### config.mk
export PLATFORM = sky130hd
export DESIGN_NAME = escaped_value_bit_packer_core_flat
export DESIGN_NICKNAME = d
export VERILOG_FILES = /design/src/hdl/evbp_pkg.sv /design/src/hdl/evbp_ifs.sv /design/src/hdl/evbp_field_ctl.sv /design/src/hdl/evbp_byte_asm.sv /design/src/hdl/escaped_value_bit_packer_core.sv /design/src/flat_wrapper.sv
export SDC_FILE = /design/constraint.sdc
export NUM_CORES = 1
export LEC_CHECK = 0
export BUFFER_PORTS_ARGS = -buffer_cell sky130_fd_sc_hd__buf_2
export CAP_MARGIN = 20
export CORE_MARGIN = 4
export CORE_UTILIZATION = 60
export CTS_CLUSTER_DIAMETER = 80
export DETAILED_ROUTE_END_ITERATION = 8
export PLACE_DENSITY = 0.82
export SYNTH_ARGS = -nofsm -noshare
export SYNTH_HDL_FRONTEND = slang
export SYNTH_SLANG_ARGS = --single-unit
### constraint.sdc
create_clock -name clk -period 11.36 [get_ports clk]
set_clock_uncertainty 0.1 [all_clocks]
set_input_delay 1.704 -clock clk [delete_from_list [all_inputs] [get_ports clk]]
set_output_delay 1.704 -clock clk [all_outputs]
set_load 0.005 [all_outputs]
### src/hdl/evbp_pkg.sv
package evbp_pkg;

	localparam int VAL_W = 32;
	localparam int WID_W = 6;
	localparam int BYTE_W = 8;
	localparam int SLOT_W = 16;
	localparam int BUF_W = 17;
	localparam int SLOT_INDEX_BITS_DEF = 16;
	localparam logic [BUF_W-1:0] BUF_RESET = 17'h10000;
	localparam logic [WID_W-1:0] MAX_WIDTH = 6'd32;

	typedef enum logic [1:0] {
		ST_IDLE,
		ST_LOAD,
		ST_SHIFT,
		ST_FIN
	} fsm_state_t;

	typedef struct packed {
		logic vld;
		logic fin;
		logic data;
	} bit_item_t;

	function automatic logic [WID_W-1:0] clamp_width(input logic [WID_W-1:0] w);
		return (w > MAX_WIDTH) ? MAX_WIDTH : w;
	endfunction

	function automatic logic [VAL_W-1:0] field_max(input logic [WID_W-1:0] w);
		logic [VAL_W:0] m;
		m = ({{VAL_W{1'b0}}, 1'b1} << w) - {{VAL_W{1'b0}}, 1'b1};
		return m[VAL_W-1:0];
	endfunction

endpackage

### src/hdl/evbp_ifs.sv
interface evbp_item_if;
	logic valid;
	logic ready;
	logic action;
	logic [evbp_pkg::VAL_W-1:0] value;
	logic [evbp_pkg::WID_W-1:0] width_first;
	logic [evbp_pkg::WID_W-1:0] width_second;
	logic [evbp_pkg::WID_W-1:0] width_third;

	modport source (output valid, action, value, width_first, width_second, width_third,
		input ready);
	modport sink (input valid, action, value, width_first, width_second, width_third,
		output ready);
endinterface

interface evbp_res_if;
	logic valid;
	logic ready;
	logic [evbp_pkg::BYTE_W-1:0] out_byte;
	logic [evbp_pkg::SLOT_W-1:0] byte_slot;
	logic [evbp_pkg::VAL_W-1:0] total_bits;
	logic last;

	modport source (output valid, out_byte, byte_slot, total_bits, last, input ready);
	modport sink (input valid, out_byte, byte_slot, total_bits, last, output ready);
endinterface

interface evbp_cfg_if;
	logic valid;
	logic ready;
	logic [evbp_pkg::BUF_W-1:0] buffer_bytes;

	modport source (output valid, buffer_bytes, input ready);
	modport sink (input valid, buffer_bytes, output ready);
endinterface

### src/hdl/evbp_field_ctl.sv
module evbp_field_ctl (
	input  logic                  clk,
	input  logic                  arst_n,
	evbp_item_if.sink             item_in,
	output evbp_pkg::bit_item_t   bits,
	input  logic                  bit_ready
);

	evbp_pkg::fsm_state_t state_q, state_nxt;

	logic                          act_q;
	logic [evbp_pkg::VAL_W-1:0]    val_q;
	logic [evbp_pkg::WID_W-1:0]    w0_q, w1_q, w2_q;
	logic [1:0]                    k_q;
	logic [evbp_pkg::VAL_W-1:0]    sh_q;
	logic [evbp_pkg::WID_W-1:0]    cnt_q;
	logic                          more_q;

	logic [evbp_pkg::WID_W-1:0]    wk;
	logic [evbp_pkg::VAL_W-1:0]    mx;
	logic [evbp_pkg::VAL_W-1:0]    esc;
	logic [evbp_pkg::VAL_W-1:0]    fval;
	logic                          more;
	logic                          in_acc;
	logic                          bit_acc;
	logic                          last_bit;

	always_comb begin
		case (k_q)
			2'd0: wk = w0_q;
			2'd1: wk = w1_q;
			default: wk = w2_q;
		endcase
	end

	assign mx       = evbp_pkg::field_max(wk);
	assign esc      = (val_q < mx) ? val_q : mx;
	assign fval     = act_q ? esc : (val_q & mx);
	assign more     = act_q && (val_q >= mx) && (k_q != 2'd2);
	assign in_acc   = item_in.valid && item_in.ready;
	assign bit_acc  = (state_q == evbp_pkg::ST_SHIFT) && bit_ready;
	assign last_bit = (cnt_q == evbp_pkg::WID_W'(1));

	always_comb begin
		state_nxt = state_q;
		case (state_q)
			evbp_pkg::ST_IDLE: begin
				if (in_acc) state_nxt = evbp_pkg::ST_LOAD;
			end
			evbp_pkg::ST_LOAD: begin
				if (wk != '0) state_nxt = evbp_pkg::ST_SHIFT;
				else if (more) state_nxt = evbp_pkg::ST_LOAD;
				else state_nxt = evbp_pkg::ST_FIN;
			end
			evbp_pkg::ST_SHIFT: begin
				if (bit_acc && last_bit) begin
					state_nxt = more_q ? evbp_pkg::ST_LOAD : evbp_pkg::ST_FIN;
				end
			end
			evbp_pkg::ST_FIN: begin
				if (bit_ready) state_nxt = evbp_pkg::ST_IDLE;
			end
			default: state_nxt = evbp_pkg::ST_IDLE;
		endcase
	end

	always_comb begin
		item_in.ready = 1'b0;
		bits.vld      = 1'b0;
		bits.fin      = 1'b0;
		bits.data     = sh_q[evbp_pkg::VAL_W-1];
		case (state_q)
			evbp_pkg::ST_IDLE: item_in.ready = 1'b1;
			evbp_pkg::ST_SHIFT: bits.vld = 1'b1;
			evbp_pkg::ST_FIN: begin
				bits.vld = 1'b1;
				bits.fin = 1'b1;
			end
			default: ;
		endcase
	end

	always_ff @(posedge clk or negedge arst_n) begin
		if (!arst_n) begin
			state_q <= evbp_pkg::ST_IDLE;
		end else begin
			state_q <= state_nxt;
		end
	end

	always_ff @(posedge clk) begin
		if (in_acc) begin
			act_q <= item_in.action;
			val_q <= item_in.value;
			w0_q  <= evbp_pkg::clamp_width(item_in.width_first);
			w1_q  <= evbp_pkg::clamp_width(item_in.width_second);
			w2_q  <= evbp_pkg::clamp_width(item_in.width_third);
			k_q   <= 2'd0;
		end else if (state_q == evbp_pkg::ST_LOAD) begin
			sh_q   <= fval << (evbp_pkg::MAX_WIDTH - wk);
			cnt_q  <= wk;
			more_q <= more;
			val_q  <= val_q - esc;
			k_q    <= k_q + 2'd1;
		end else if (bit_acc) begin
			sh_q  <= {sh_q[evbp_pkg::VAL_W-2:0], 1'b0};
			cnt_q <= cnt_q - evbp_pkg::WID_W'(1);
		end
	end

	a_accept_load: assert property (@(posedge clk) disable iff (!arst_n)
		in_acc |=> state_q == evbp_pkg::ST_LOAD)
		else $error("accepted item did not start field load");
	a_idle_quiet: assert property (@(posedge clk) disable iff (!arst_n)
		state_q == evbp_pkg::ST_IDLE |-> !bits.vld)
		else $error("bit offered while idle");
	a_shift_count: assert property (@(posedge clk) disable iff (!arst_n)
		state_q == evbp_pkg::ST_SHIFT |-> cnt_q != '0)
		else $error("shifting with empty bit count");

endmodule

### src/hdl/evbp_byte_asm.sv
module evbp_byte_asm #(
	parameter int SLOT_INDEX_BITS = evbp_pkg::SLOT_INDEX_BITS_DEF
) (
	input  logic                        clk,
	input  logic                        arst_n,
	input  logic [evbp_pkg::BUF_W-1:0]  buf_bytes,
	input  evbp_pkg::bit_item_t         bits,
	output logic                        bit_ready,
	evbp_res_if.source                  res_out
);

	localparam int SB = SLOT_INDEX_BITS;
	localparam int NW = (SB + 1 > evbp_pkg::BUF_W) ? SB + 1 : evbp_pkg::BUF_W;

	logic [evbp_pkg::BYTE_W-1:0] partial_q;
	logic [2:0]                  pos_q;
	logic [SB-1:0]               slot_q;
	logic [evbp_pkg::VAL_W-1:0]  total_q;

	logic                        held_vld_q;
	logic [evbp_pkg::BYTE_W-1:0] held_byte_q;
	logic [SB-1:0]               held_slot_q;
	logic [evbp_pkg::VAL_W-1:0]  held_total_q;

	logic                        out_vld_q;
	logic [evbp_pkg::BYTE_W-1:0] out_byte_q;
	logic [evbp_pkg::SLOT_W-1:0] out_slot_q;
	logic [evbp_pkg::VAL_W-1:0]  out_total_q;
	logic                        out_last_q;

	logic                        out_free;
	logic                        bit_acc;
	logic                        fin_acc;
	logic                        byte_done;
	logic                        push;
	logic [evbp_pkg::BYTE_W-1:0] new_byte;
	logic [SB:0]                 slot_inc;
	logic                        wrap;
	logic [evbp_pkg::VAL_W-1:0]  total_inc;

	assign out_free  = !out_vld_q || res_out.ready;
	assign bit_ready = out_free || !held_vld_q || (!bits.fin && pos_q != 3'd0);
	assign bit_acc   = bits.vld && !bits.fin && bit_ready;
	assign fin_acc   = bits.vld && bits.fin && bit_ready;
	assign byte_done = bit_acc && (pos_q == 3'd0);
	assign push      = held_vld_q && (byte_done || fin_acc);
	assign total_inc = total_q + evbp_pkg::VAL_W'(1);
	assign slot_inc  = {1'b0, slot_q} + (SB+1)'(1);
	assign wrap      = slot_inc[SB] || (NW'(slot_inc) >= NW'(buf_bytes));

	always_comb begin
		new_byte        = partial_q;
		new_byte[pos_q] = partial_q[pos_q] | bits.data;
	end

	always_ff @(posedge clk or negedge arst_n) begin
		if (!arst_n) begin
			partial_q  <= '0;
			pos_q      <= 3'd7;
			slot_q     <= '0;
			total_q    <= '0;
			held_vld_q <= 1'b0;
			out_vld_q  <= 1'b0;
		end else begin
			if (bit_acc) begin
				total_q <= total_inc;
				if (pos_q == 3'd0) begin
					partial_q <= '0;
					pos_q     <= 3'd7;
					slot_q    <= wrap ? '0 : slot_inc[SB-1:0];
				end else begin
					partial_q <= new_byte;
					pos_q     <= pos_q - 3'd1;
				end
			end
			if (byte_done) held_vld_q <= 1'b1;
			else if (fin_acc) held_vld_q <= 1'b0;
			if (push) out_vld_q <= 1'b1;
			else if (res_out.ready) out_vld_q <= 1'b0;
		end
	end

	always_ff @(posedge clk) begin
		if (byte_done) begin
			held_byte_q  <= new_byte;
			held_slot_q  <= slot_q;
			held_total_q <= total_inc;
		end
		if (push) begin
			out_byte_q  <= held_byte_q;
			out_slot_q  <= evbp_pkg::SLOT_W'(held_slot_q);
			out_total_q <= held_total_q;
			out_last_q  <= fin_acc;
		end
	end

	assign res_out.valid      = out_vld_q;
	assign res_out.out_byte   = out_byte_q;
	assign res_out.byte_slot  = out_slot_q;
	assign res_out.total_bits = out_total_q;
	assign res_out.last       = out_last_q;

	a_byte_held: assert property (@(posedge clk) disable iff (!arst_n)
		byte_done |=> held_vld_q)
		else $error("completed byte not held");
	a_fin_flush: assert property (@(posedge clk) disable iff (!arst_n)
		fin_acc |=> !held_vld_q)
		else $error("held byte survived item end");
	a_push_room: assert property (@(posedge clk) disable iff (!arst_n)
		push |-> out_free)
		else $error("byte pushed into occupied output register");
	a_total_step: assert property (@(posedge clk) disable iff (!arst_n)
		bit_acc |=> total_q == $past(total_q) + evbp_pkg::VAL_W'(1))
		else $error("bit total did not advance");

endmodule

### src/hdl/escaped_value_bit_packer_core.sv
// Escaped-value bit packer.
// item_in: one item per valid/ready handshake. action 0 appends the low width_first
// bits of value; action 1 writes value escape coded over up to three fields
// (width_first, width_second, width_third). Widths above 32 act as 32.
// res_out: one item per completed byte, earliest bit in bit 7, with its ring slot,
// the running bit total through that byte, and last set on the item's final byte.
// cfg: writes buffer_bytes, the ring length; write it only while the block is idle.
// Timing: bits are shifted one per cycle while bit_ready is high. An item occupies
// the input side through an accept, a load per field, a shift per bit and an end
// marker. item_in.ready is high only between items. A completed byte is held until
// the next byte or the item end decides its last flag, then moves to the output
// register, so a byte appears in the cycle after that point.
// A stalled receiver stops the bit shifter only when a second byte or the end
// marker needs the occupied output register.
// Reset clears the partial byte, bit position (next bit is bit 7), slot index,
// bit total and all valid flags; buffer_bytes returns to 65536.
module escaped_value_bit_packer_core #(
	parameter int SLOT_INDEX_BITS = evbp_pkg::SLOT_INDEX_BITS_DEF
) (
	input  logic        clk,
	input  logic        arst_n,
	evbp_item_if.sink   item_in,
	evbp_res_if.source  res_out,
	evbp_cfg_if.sink    cfg
);

	logic [evbp_pkg::BUF_W-1:0] buf_bytes_q;
	evbp_pkg::bit_item_t        bits;
	logic                       bit_ready;

	assign cfg.ready = 1'b1;

	always_ff @(posedge clk or negedge arst_n) begin
		if (!arst_n) begin
			buf_bytes_q <= evbp_pkg::BUF_RESET;
		end else if (cfg.valid && cfg.ready) begin
			buf_bytes_q <= cfg.buffer_bytes;
		end
	end

	evbp_field_ctl u_field_ctl (
		.clk       (clk),
		.arst_n    (arst_n),
		.item_in   (item_in),
		.bits      (bits),
		.bit_ready (bit_ready)
	);

	evbp_byte_asm #(
		.SLOT_INDEX_BITS (SLOT_INDEX_BITS)
	) u_byte_asm (
		.clk       (clk),
		.arst_n    (arst_n),
		.buf_bytes (buf_bytes_q),
		.bits      (bits),
		.bit_ready (bit_ready),
		.res_out   (res_out)
	);

endmodule

### src/flat_wrapper.sv
// flat-port wrapper written by rule: the top's interface ports become plain ports
module escaped_value_bit_packer_core_flat 
#(
	parameter int SLOT_INDEX_BITS = evbp_pkg::SLOT_INDEX_BITS_DEF
)
  (clk, arst_n, item_in_valid, item_in_action, item_in_value, item_in_width_first, item_in_width_second, item_in_width_third, item_in_ready, res_out_valid, res_out_out_byte, res_out_byte_slot, res_out_total_bits, res_out_last, res_out_ready, cfg_valid, cfg_buffer_bytes, cfg_ready);
  evbp_item_if item_in_i ();
  evbp_res_if res_out_i ();
  evbp_cfg_if cfg_i ();
  input  logic clk;
  input  logic arst_n;
  input wire logic [$bits(item_in_i.valid)-1:0] item_in_valid;
  input wire logic [$bits(item_in_i.action)-1:0] item_in_action;
  input wire logic [$bits(item_in_i.value)-1:0] item_in_value;
  input wire logic [$bits(item_in_i.width_first)-1:0] item_in_width_first;
  input wire logic [$bits(item_in_i.width_second)-1:0] item_in_width_second;
  input wire logic [$bits(item_in_i.width_third)-1:0] item_in_width_third;
  output wire logic [$bits(item_in_i.ready)-1:0] item_in_ready;
  output wire logic [$bits(res_out_i.valid)-1:0] res_out_valid;
  output wire logic [$bits(res_out_i.out_byte)-1:0] res_out_out_byte;
  output wire logic [$bits(res_out_i.byte_slot)-1:0] res_out_byte_slot;
  output wire logic [$bits(res_out_i.total_bits)-1:0] res_out_total_bits;
  output wire logic [$bits(res_out_i.last)-1:0] res_out_last;
  input wire logic [$bits(res_out_i.ready)-1:0] res_out_ready;
  input wire logic [$bits(cfg_i.valid)-1:0] cfg_valid;
  input wire logic [$bits(cfg_i.buffer_bytes)-1:0] cfg_buffer_bytes;
  output wire logic [$bits(cfg_i.ready)-1:0] cfg_ready;
  assign item_in_i.valid = item_in_valid;
  assign item_in_i.action = item_in_action;
  assign item_in_i.value = item_in_value;
  assign item_in_i.width_first = item_in_width_first;
  assign item_in_i.width_second = item_in_width_second;
  assign item_in_i.width_third = item_in_width_third;
  assign item_in_ready = item_in_i.ready;
  assign res_out_valid = res_out_i.valid;
  assign res_out_out_byte = res_out_i.out_byte;
  assign res_out_byte_slot = res_out_i.byte_slot;
  assign res_out_total_bits = res_out_i.total_bits;
  assign res_out_last = res_out_i.last;
  assign res_out_i.ready = res_out_ready;
  assign cfg_i.valid = cfg_valid;
  assign cfg_i.buffer_bytes = cfg_buffer_bytes;
  assign cfg_ready = cfg_i.ready;
  escaped_value_bit_packer_core #(.SLOT_INDEX_BITS(SLOT_INDEX_BITS)) u_core (.clk(clk), .arst_n(arst_n), .item_in(item_in_i), .res_out(res_out_i), .cfg(cfg_i));
endmodule
After elaboration in Yosys (flattened, before gate mapping). Cells that the tools add are included.

Register bits: 285. Latch bits: 0. Memory bits (writable): 0. ROM bits: 0. Input bits: 73. Output and inout bits: 60. Word-level logic and storage cells: 120. Memories: 0.

$add $sub $neg: 8. Multiply operators: 0. Divide/modulo/power cells: 0. Order comparisons: 8. Eq/ne operators: 9. Shift operators: 2. Multiplexer cells: 31. Bitwise logic cells: 3. Reductions and logical operators: 35.

Operators with widths (count): 2-to-1 mux 32 bit (6); adder 32 x 1 -> 32 bit (second input constant) (1); bitwise AND 32 bit (1); greater-or-equal comparator 32 bit (1); < comparator 32 bit (1); left shift 1 x 6 -> 32 bit (first input constant) (1); left shift 32 x 6 -> 32 bit (1); subtractor 32 x 1 -> 32 bit (second input constant) (1); subtractor 32 bit (1); greater-than comparator 6 bit (second input constant) (3); adder 16 x 1 -> 17 bit (second input constant) (1); greater-or-equal comparator 17 bit (1); 2-to-1 mux 16 bit (1); logical AND 1 bit (13); 2-to-1 mux 2 bit (6); 2-to-1 mux 6 bit (2); one-hot mux 6 bit (2 select lines) (1); 2-to-1 mux 1 bit (9); bitwise mux 8 bit (1); 2-to-1 mux 8 bit (1); one-hot mux 2 bit (4 select lines) (1); nonzero test 2 bit (4); equality test 6 x 1 -> 1 bit (second input constant) (1); AND reduction 2 bit (3); 23 further kinds (34).

Logic depth before layout (Yosys ltp).
Word-level depth: 10. Gate-level depth with buffers: 47. Depth with buffers taken out: 38.

Modules after synthesis. A second synthesis with hierarchy kept.

Cells, all modules: 1961. Area total of the unflattened synthesis: 19382.3 µm².

Modules (own cells, without submodules): evbp_field_ctl (times used 1, cells each 1328, area an instance 11073.1 µm², sequential area each 2792.7 µm²); evbp_byte_asm (times used 1, cells each 595, area an instance 7611.0 µm², sequential area each 4923.5 µm²); escaped_value_bit_packer_core (times used 1, cells each 38, area an instance 698.2 µm², sequential area each 426.7 µm²).

Least setup slack after synthesis. OpenSTA, ideal clock, no wires.

Kind: reg-to-reg. Start point: register u_core.u_field_ctl.k_q[1]. End point: register u_core.u_field_ctl.val_q[28] in the netlist's numbering, data pin. Setup time: 0.260 ns. Arrival time: 9.495 ns. Data required time: 11.000 ns. Path slack: 1.505 ns. Stages on the path, launching flop included: 47. Path buffers: 11. Clock period less this slack: 9.855 ns. Cell sequence: dfxtp_1 > inv_1 > ha_1 > buf_6 > and2_1 > a221o_1 > inv_2 > clkbuf_1 > clkbuf_1 > buf_1 > ha_1 > buf_2 > and3_1 > nand2_1 > ha_1 > buf_2 > inv_1 > a31oi_1 > (+11 left out) > buf_4 > clkbuf_1 > buf_1 > clkbuf_1 > nand2_1 > o21ai_0 > ha_1 > a21o_1 > a21o_1 > a21o_1 > a21o_1 > a211oi_1 > a21oi_1 > a41oi_1 > o211ai_1 > a21oi_1 > xnor2_1 > mux2_2.

Word-level cells in the longest chain between the ends: 9. Elaborated cells between the ends (all ways): 10. Those cells by class: add/sub (2); order compare (1); eq/ne (1); shift (1); mux (4); reduce/logical (1).

RTL lines: from (decl) (RTL line evbp_field_ctl.sv:14) `logic [1:0] k_q;`; from (signal assigned) (RTL line evbp_field_ctl.sv:104) `k_q <= k_q + 2'd1;`; equality test 2 x 1 -> 1 bit or logical NOT 2 bit (tied branches) (RTL line evbp_field_ctl.sv:29) `case (k_q)`; one-hot mux 6 bit (2 select lines) (*) (RTL line evbp_field_ctl.sv:29); left shift 1 x 6 -> 32 bit (*) (RTL line evbp_pkg.sv:31) `m = ({{VAL_W{1'b0}}, 1'b1} << w) - {{VAL_W{1'b0}}, 1'b1};`; subtractor 32 x 1 -> 32 bit (*) (RTL line evbp_pkg.sv:31); < comparator 32 bit (RTL line evbp_field_ctl.sv:37) `assign esc = (val_q < mx) ? val_q : mx;`; 2-to-1 mux 32 bit (*) (RTL line evbp_field_ctl.sv:37); subtractor 32 bit (*) (RTL line evbp_field_ctl.sv:103) `val_q <= val_q - esc;`; 2-to-1 mux 32 bit (*) (RTL line evbp_field_ctl.sv:99) `end else if (state_q == evbp_pkg::ST_LOAD) begin`; 2-to-1 mux 32 bit (*) (RTL line evbp_field_ctl.sv:92) `if (in_acc) begin`; to (signal assigned) (RTL line evbp_field_ctl.sv:94) `val_q <= item_in.value;`; to (signal assigned) (RTL line evbp_field_ctl.sv:103); to (decl) (RTL line evbp_field_ctl.sv:12) `logic [evbp_pkg::VAL_W-1:0] val_q;`.

Every way passes the cells marked *; elsewhere a longest branch is shown, timed or not. The select of a mux whose other input is x is not followed. A chain may end at the register's enable or synchronous reset.

Final worst setup path.
Start point: register u_core.u_field_ctl.k_q[0]. End point: register u_core.u_field_ctl.val_q[31] in the netlist's numbering, data pin.

The elaborated chain is that of the path after synthesis.

==> impl_metrics.toml <==
[clock_network]
root_buffer = "clkbuf_16"
cts_inserted_buffers = 28
h-tree-depth = 1
insertion_delay_ps = 580
postCtsHoldBufs = 0
cts_buffer_depth = 3
clkTransAtPathRegs_ps = 60
cts_sinks = 285
cts-resized-gates = 0
cts_setup_buffers = 0
cts_tree = "yes"

[sta]
setup_violations = 0
slew_viol_final = 0
fmax_mhz = 95.4
worstMarginPinSlew_ps = 1100
hold_viol = 0
min_period_over_period_pct = 92.2
relSlewSlack_pct = 25.7
fin_tns_setup_ps = 0
period_minus_slack_ps = 10480
rsz0062_at_grt = "false"

[logic_synthesis]
postSynthCellCount = 1946
synth_area_mm2 = 0.0192
ys_ff_latch = 285
async_reset_ff_share_pct = 28.1
synth_edf_count = 203
synthesis.nets = 2147
synth-seq-area-share_pct = 42.4
synth.distinct_cells = 103
synthFlopType = "edfxtp_1"
ys_warn_count = 0
syn_avg_cell_area_um2 = 9.87

[worst_hold_path]
hp-start = "u_core.u_byte_asm.held_total_q[15]"
whs_endpoint = "u_core.u_byte_asm.res_out.total_bits[15]"
holdPathStages = 0
hp-class = "flip-flop to flip-flop"

[finish]
num-fill-cells = 2428
multiInputGateArea_mm2 = 0.0103
synthToLayoutAreaGrowth_pct = 9.54
regArea_mm2 = 0.00814
layout.cells.non_filler = 2451
final_util_pct = 66.6
drive_gt1_share_pct = 13.3
fin_nets = 2229
antenna_cells = 0

[grt]
antenna_found_initial = 0
grt_pass1_vias = 15300
grt_max_degree = 80
grt_pass1_wl_um = 82200
grt_overflow = 0
track_usage_pct = 28.5

[worst_setup_path]
critPathLaunchType = "flip-flop"
critPathSlowestCell = "ha_1"
reg2reg_slack_ps = 880
endpoint_kind = "flip-flop"
critPathMostFrequentCell = "ha_1"
crit_type = "flip-flop to flip-flop"
max_stage_delay_ps = 760
ff2ff_path_depth = 32
cp_top_family = "compound AO/OA/AOI/OAI gates"
worstReg2RegStart = "u_core.u_field_ctl.k_q[0]"
r2r-end = "u_core.u_field_ctl.val_q[31]"
cp_max_fo = 22
worst-path-buf-inv = 5
crit_arrival_ps = 10690
required_ps = 11570

[floorplanning]
placementRows = 65
die_area_mm2 = 0.0349
initial_core_util_pct = 60.8
core_mm2 = 0.0316
die_x_um = 187
ios = 133
die_h_um = 187

[placed_design]
port_buffers = 131
dp.final_hpwl_um = 38000
post-place-cells = 2399
gp_congestion = 0.964

[drt]
detail-route-antenna-nets = 0
firstDrtPassIters = 6
drtIter0Drc = 1942
vias = 15900
finalWirelength_um = 51700
drcViolationCount = 0
wl_per_cell_um = 21.1
via_per_inst = 6.48

[status]
outcome = "complete, no violations"

[job]
drv_cap = 0
## through the flow
step	setup WS, ps	hold WS [ps]	area (um2)
finish	883	317	21000
global route	89.0	322	21000
CTS	1090	319	21000
detailed placement	1170	305	20100
global placement	1500	301	20100
floorplan	1510	300	19200
## synth_stat cells (all sizes together) (12+ instances only)
cell    instances  area, um2
and3           33        206
a31oi          20        146
o21ai          94        470
nor4           23        159
xor2           53        464
nor2b          33        206
a21oi          97        489
inv            89        334
mux2           13        146
nand2         223        837
a22oi          16        120
ha            127       1590
edfxtp        203       6100
a211oi         15        113
o311ai         13        114
a22o           26        230
dfrtp          76       1900
nor2          135        517
o21a           28        210
xnor2          68        596
buf            38        209
a21o           28        210
o31ai          18        135
clkbuf         73        274
nor3b          12        106
a221oi         13        120
mux2i          55        563
nand3          53        275
o211ai         20        160
nor3           45        240
nand4          20        131
## area by class of cell
cell class              instances  area share, %
clock buffers                  38           3.61
clock inverters                13          0.529
inverters                      90           1.61
multi-input cells            1460           48.8
flip-flops and latches        285           38.7
well taps                     402           2.39
repair buffers                163           4.37
## cell usage in the layout, fill, tap and decap left out, types with 8 or more instances in the layout
master / instances
nor4_1: 22
nor3_1: 42
and2_1: 8
o21ai_0: 87
nor2b_1: 33
nand4_1: 19
a211oi_1: 15
o21a_1: 28
clkbuf_16: 28
buf_4: 32
xor2_1: 53
nor2_1: 132
edfxtp_1: 203
buf_2: 130
a31oi_1: 18
o311ai_0: 12
xnor2_1: 67
o211ai_1: 18
nor3b_1: 10
o22ai_1: 10
clkinv_1: 9
a21oi_1: 96
mux4_2: 10
a22oi_1: 16
clkbuf_1: 8
a21o_1: 28
mux2_2: 13
and3_1: 33
mux2i_1: 54
ha_1: 127
a22o_1: 24
nand2_1: 223
a211o_1: 10
a221oi_1: 12
o21bai_1: 10
nand3_1: 51
inv_1: 85
o31ai_1: 18
dfrtp_1: 76
## metal layers
metal	part of all wire (%)	vias to the layer above	global-route usage, %
met5	0	-	0
met4	4.3	0	10.9
met3	7.3	143	4.27
met2	47	754	48.1
met1	41	7581	37.6
li1	-	7401	-
## logic make-up after synthesis
kind of cell,synth area share (%)
flip-flops,42.4
buffers and inverters,4.27
AND/OR/NAND/NOR,15.8
other,0.0195
AO/OA/AOI/OAI,18.7
XOR/XNOR,5.52
adder cells (fa/ha/maj),8.38
multiplexers,4.87
## state kept, by name, indices dropped and copies added (netlist names)
name                                  cells
u_core.u_byte_asm.res_out.total_bits     32
u_core.u_field_ctl.val_q                 32
u_core.u_byte_asm.res_out.last            1
u_core.u_field_ctl.sh_q                  32
u_core.u_field_ctl.more_q                 1
u_core.u_field_ctl.w2_q                   6
u_core.u_byte_asm.slot_q                 16
u_core.u_field_ctl.state_q                2
u_core.u_byte_asm.held_total_q           32
u_core.u_byte_asm.partial_q               8
u_core.u_field_ctl.w1_q                   6
u_core.u_byte_asm.res_out.byte_slot      16
u_core.u_field_ctl.k_q                    2
u_core.u_byte_asm.res_out.out_byte        8
u_core.u_byte_asm.pos_q                   3
u_core.u_byte_asm.held_byte_q             8
u_core.u_byte_asm.total_q                32
u_core.u_field_ctl.act_q                  1
u_core.buf_bytes_q                       17
u_core.u_field_ctl.cnt_q                  6
u_core.u_byte_asm.res_out.valid           1
u_core.u_byte_asm.held_slot_q            16
u_core.u_byte_asm.held_vld_q              1
u_core.u_field_ctl.w0_q                   6
## how the worst max path moves through the flow
stage | slack, ps | to | cells past startpoint | startpoint
after global placement | 1500 | u_core.u_field_ctl.val_q[31] | 32 | u_core.u_field_ctl.k_q[0]
after floorplan | 1510 | u_core.u_field_ctl.val_q[28] | 46 | u_core.u_field_ctl.k_q[1]
final | 880 | u_core.u_field_ctl.val_q[31] | 32 | u_core.u_field_ctl.k_q[0]
after CTS | 1090 | u_core.u_field_ctl.val_q[31] | 33 | u_core.u_field_ctl.k_q[0]
after detailed placement | 1170 | u_core.u_field_ctl.val_q[31] | 33 | u_core.u_field_ctl.k_q[0]
after global routing | 90 | u_core.u_field_ctl.val_q[31] | 33 | u_core.u_field_ctl.k_q[0]
Power is left out: the tool's default activity adds up to more than one toggle a clock period on the data nets, which glitch-free logic cannot reach.
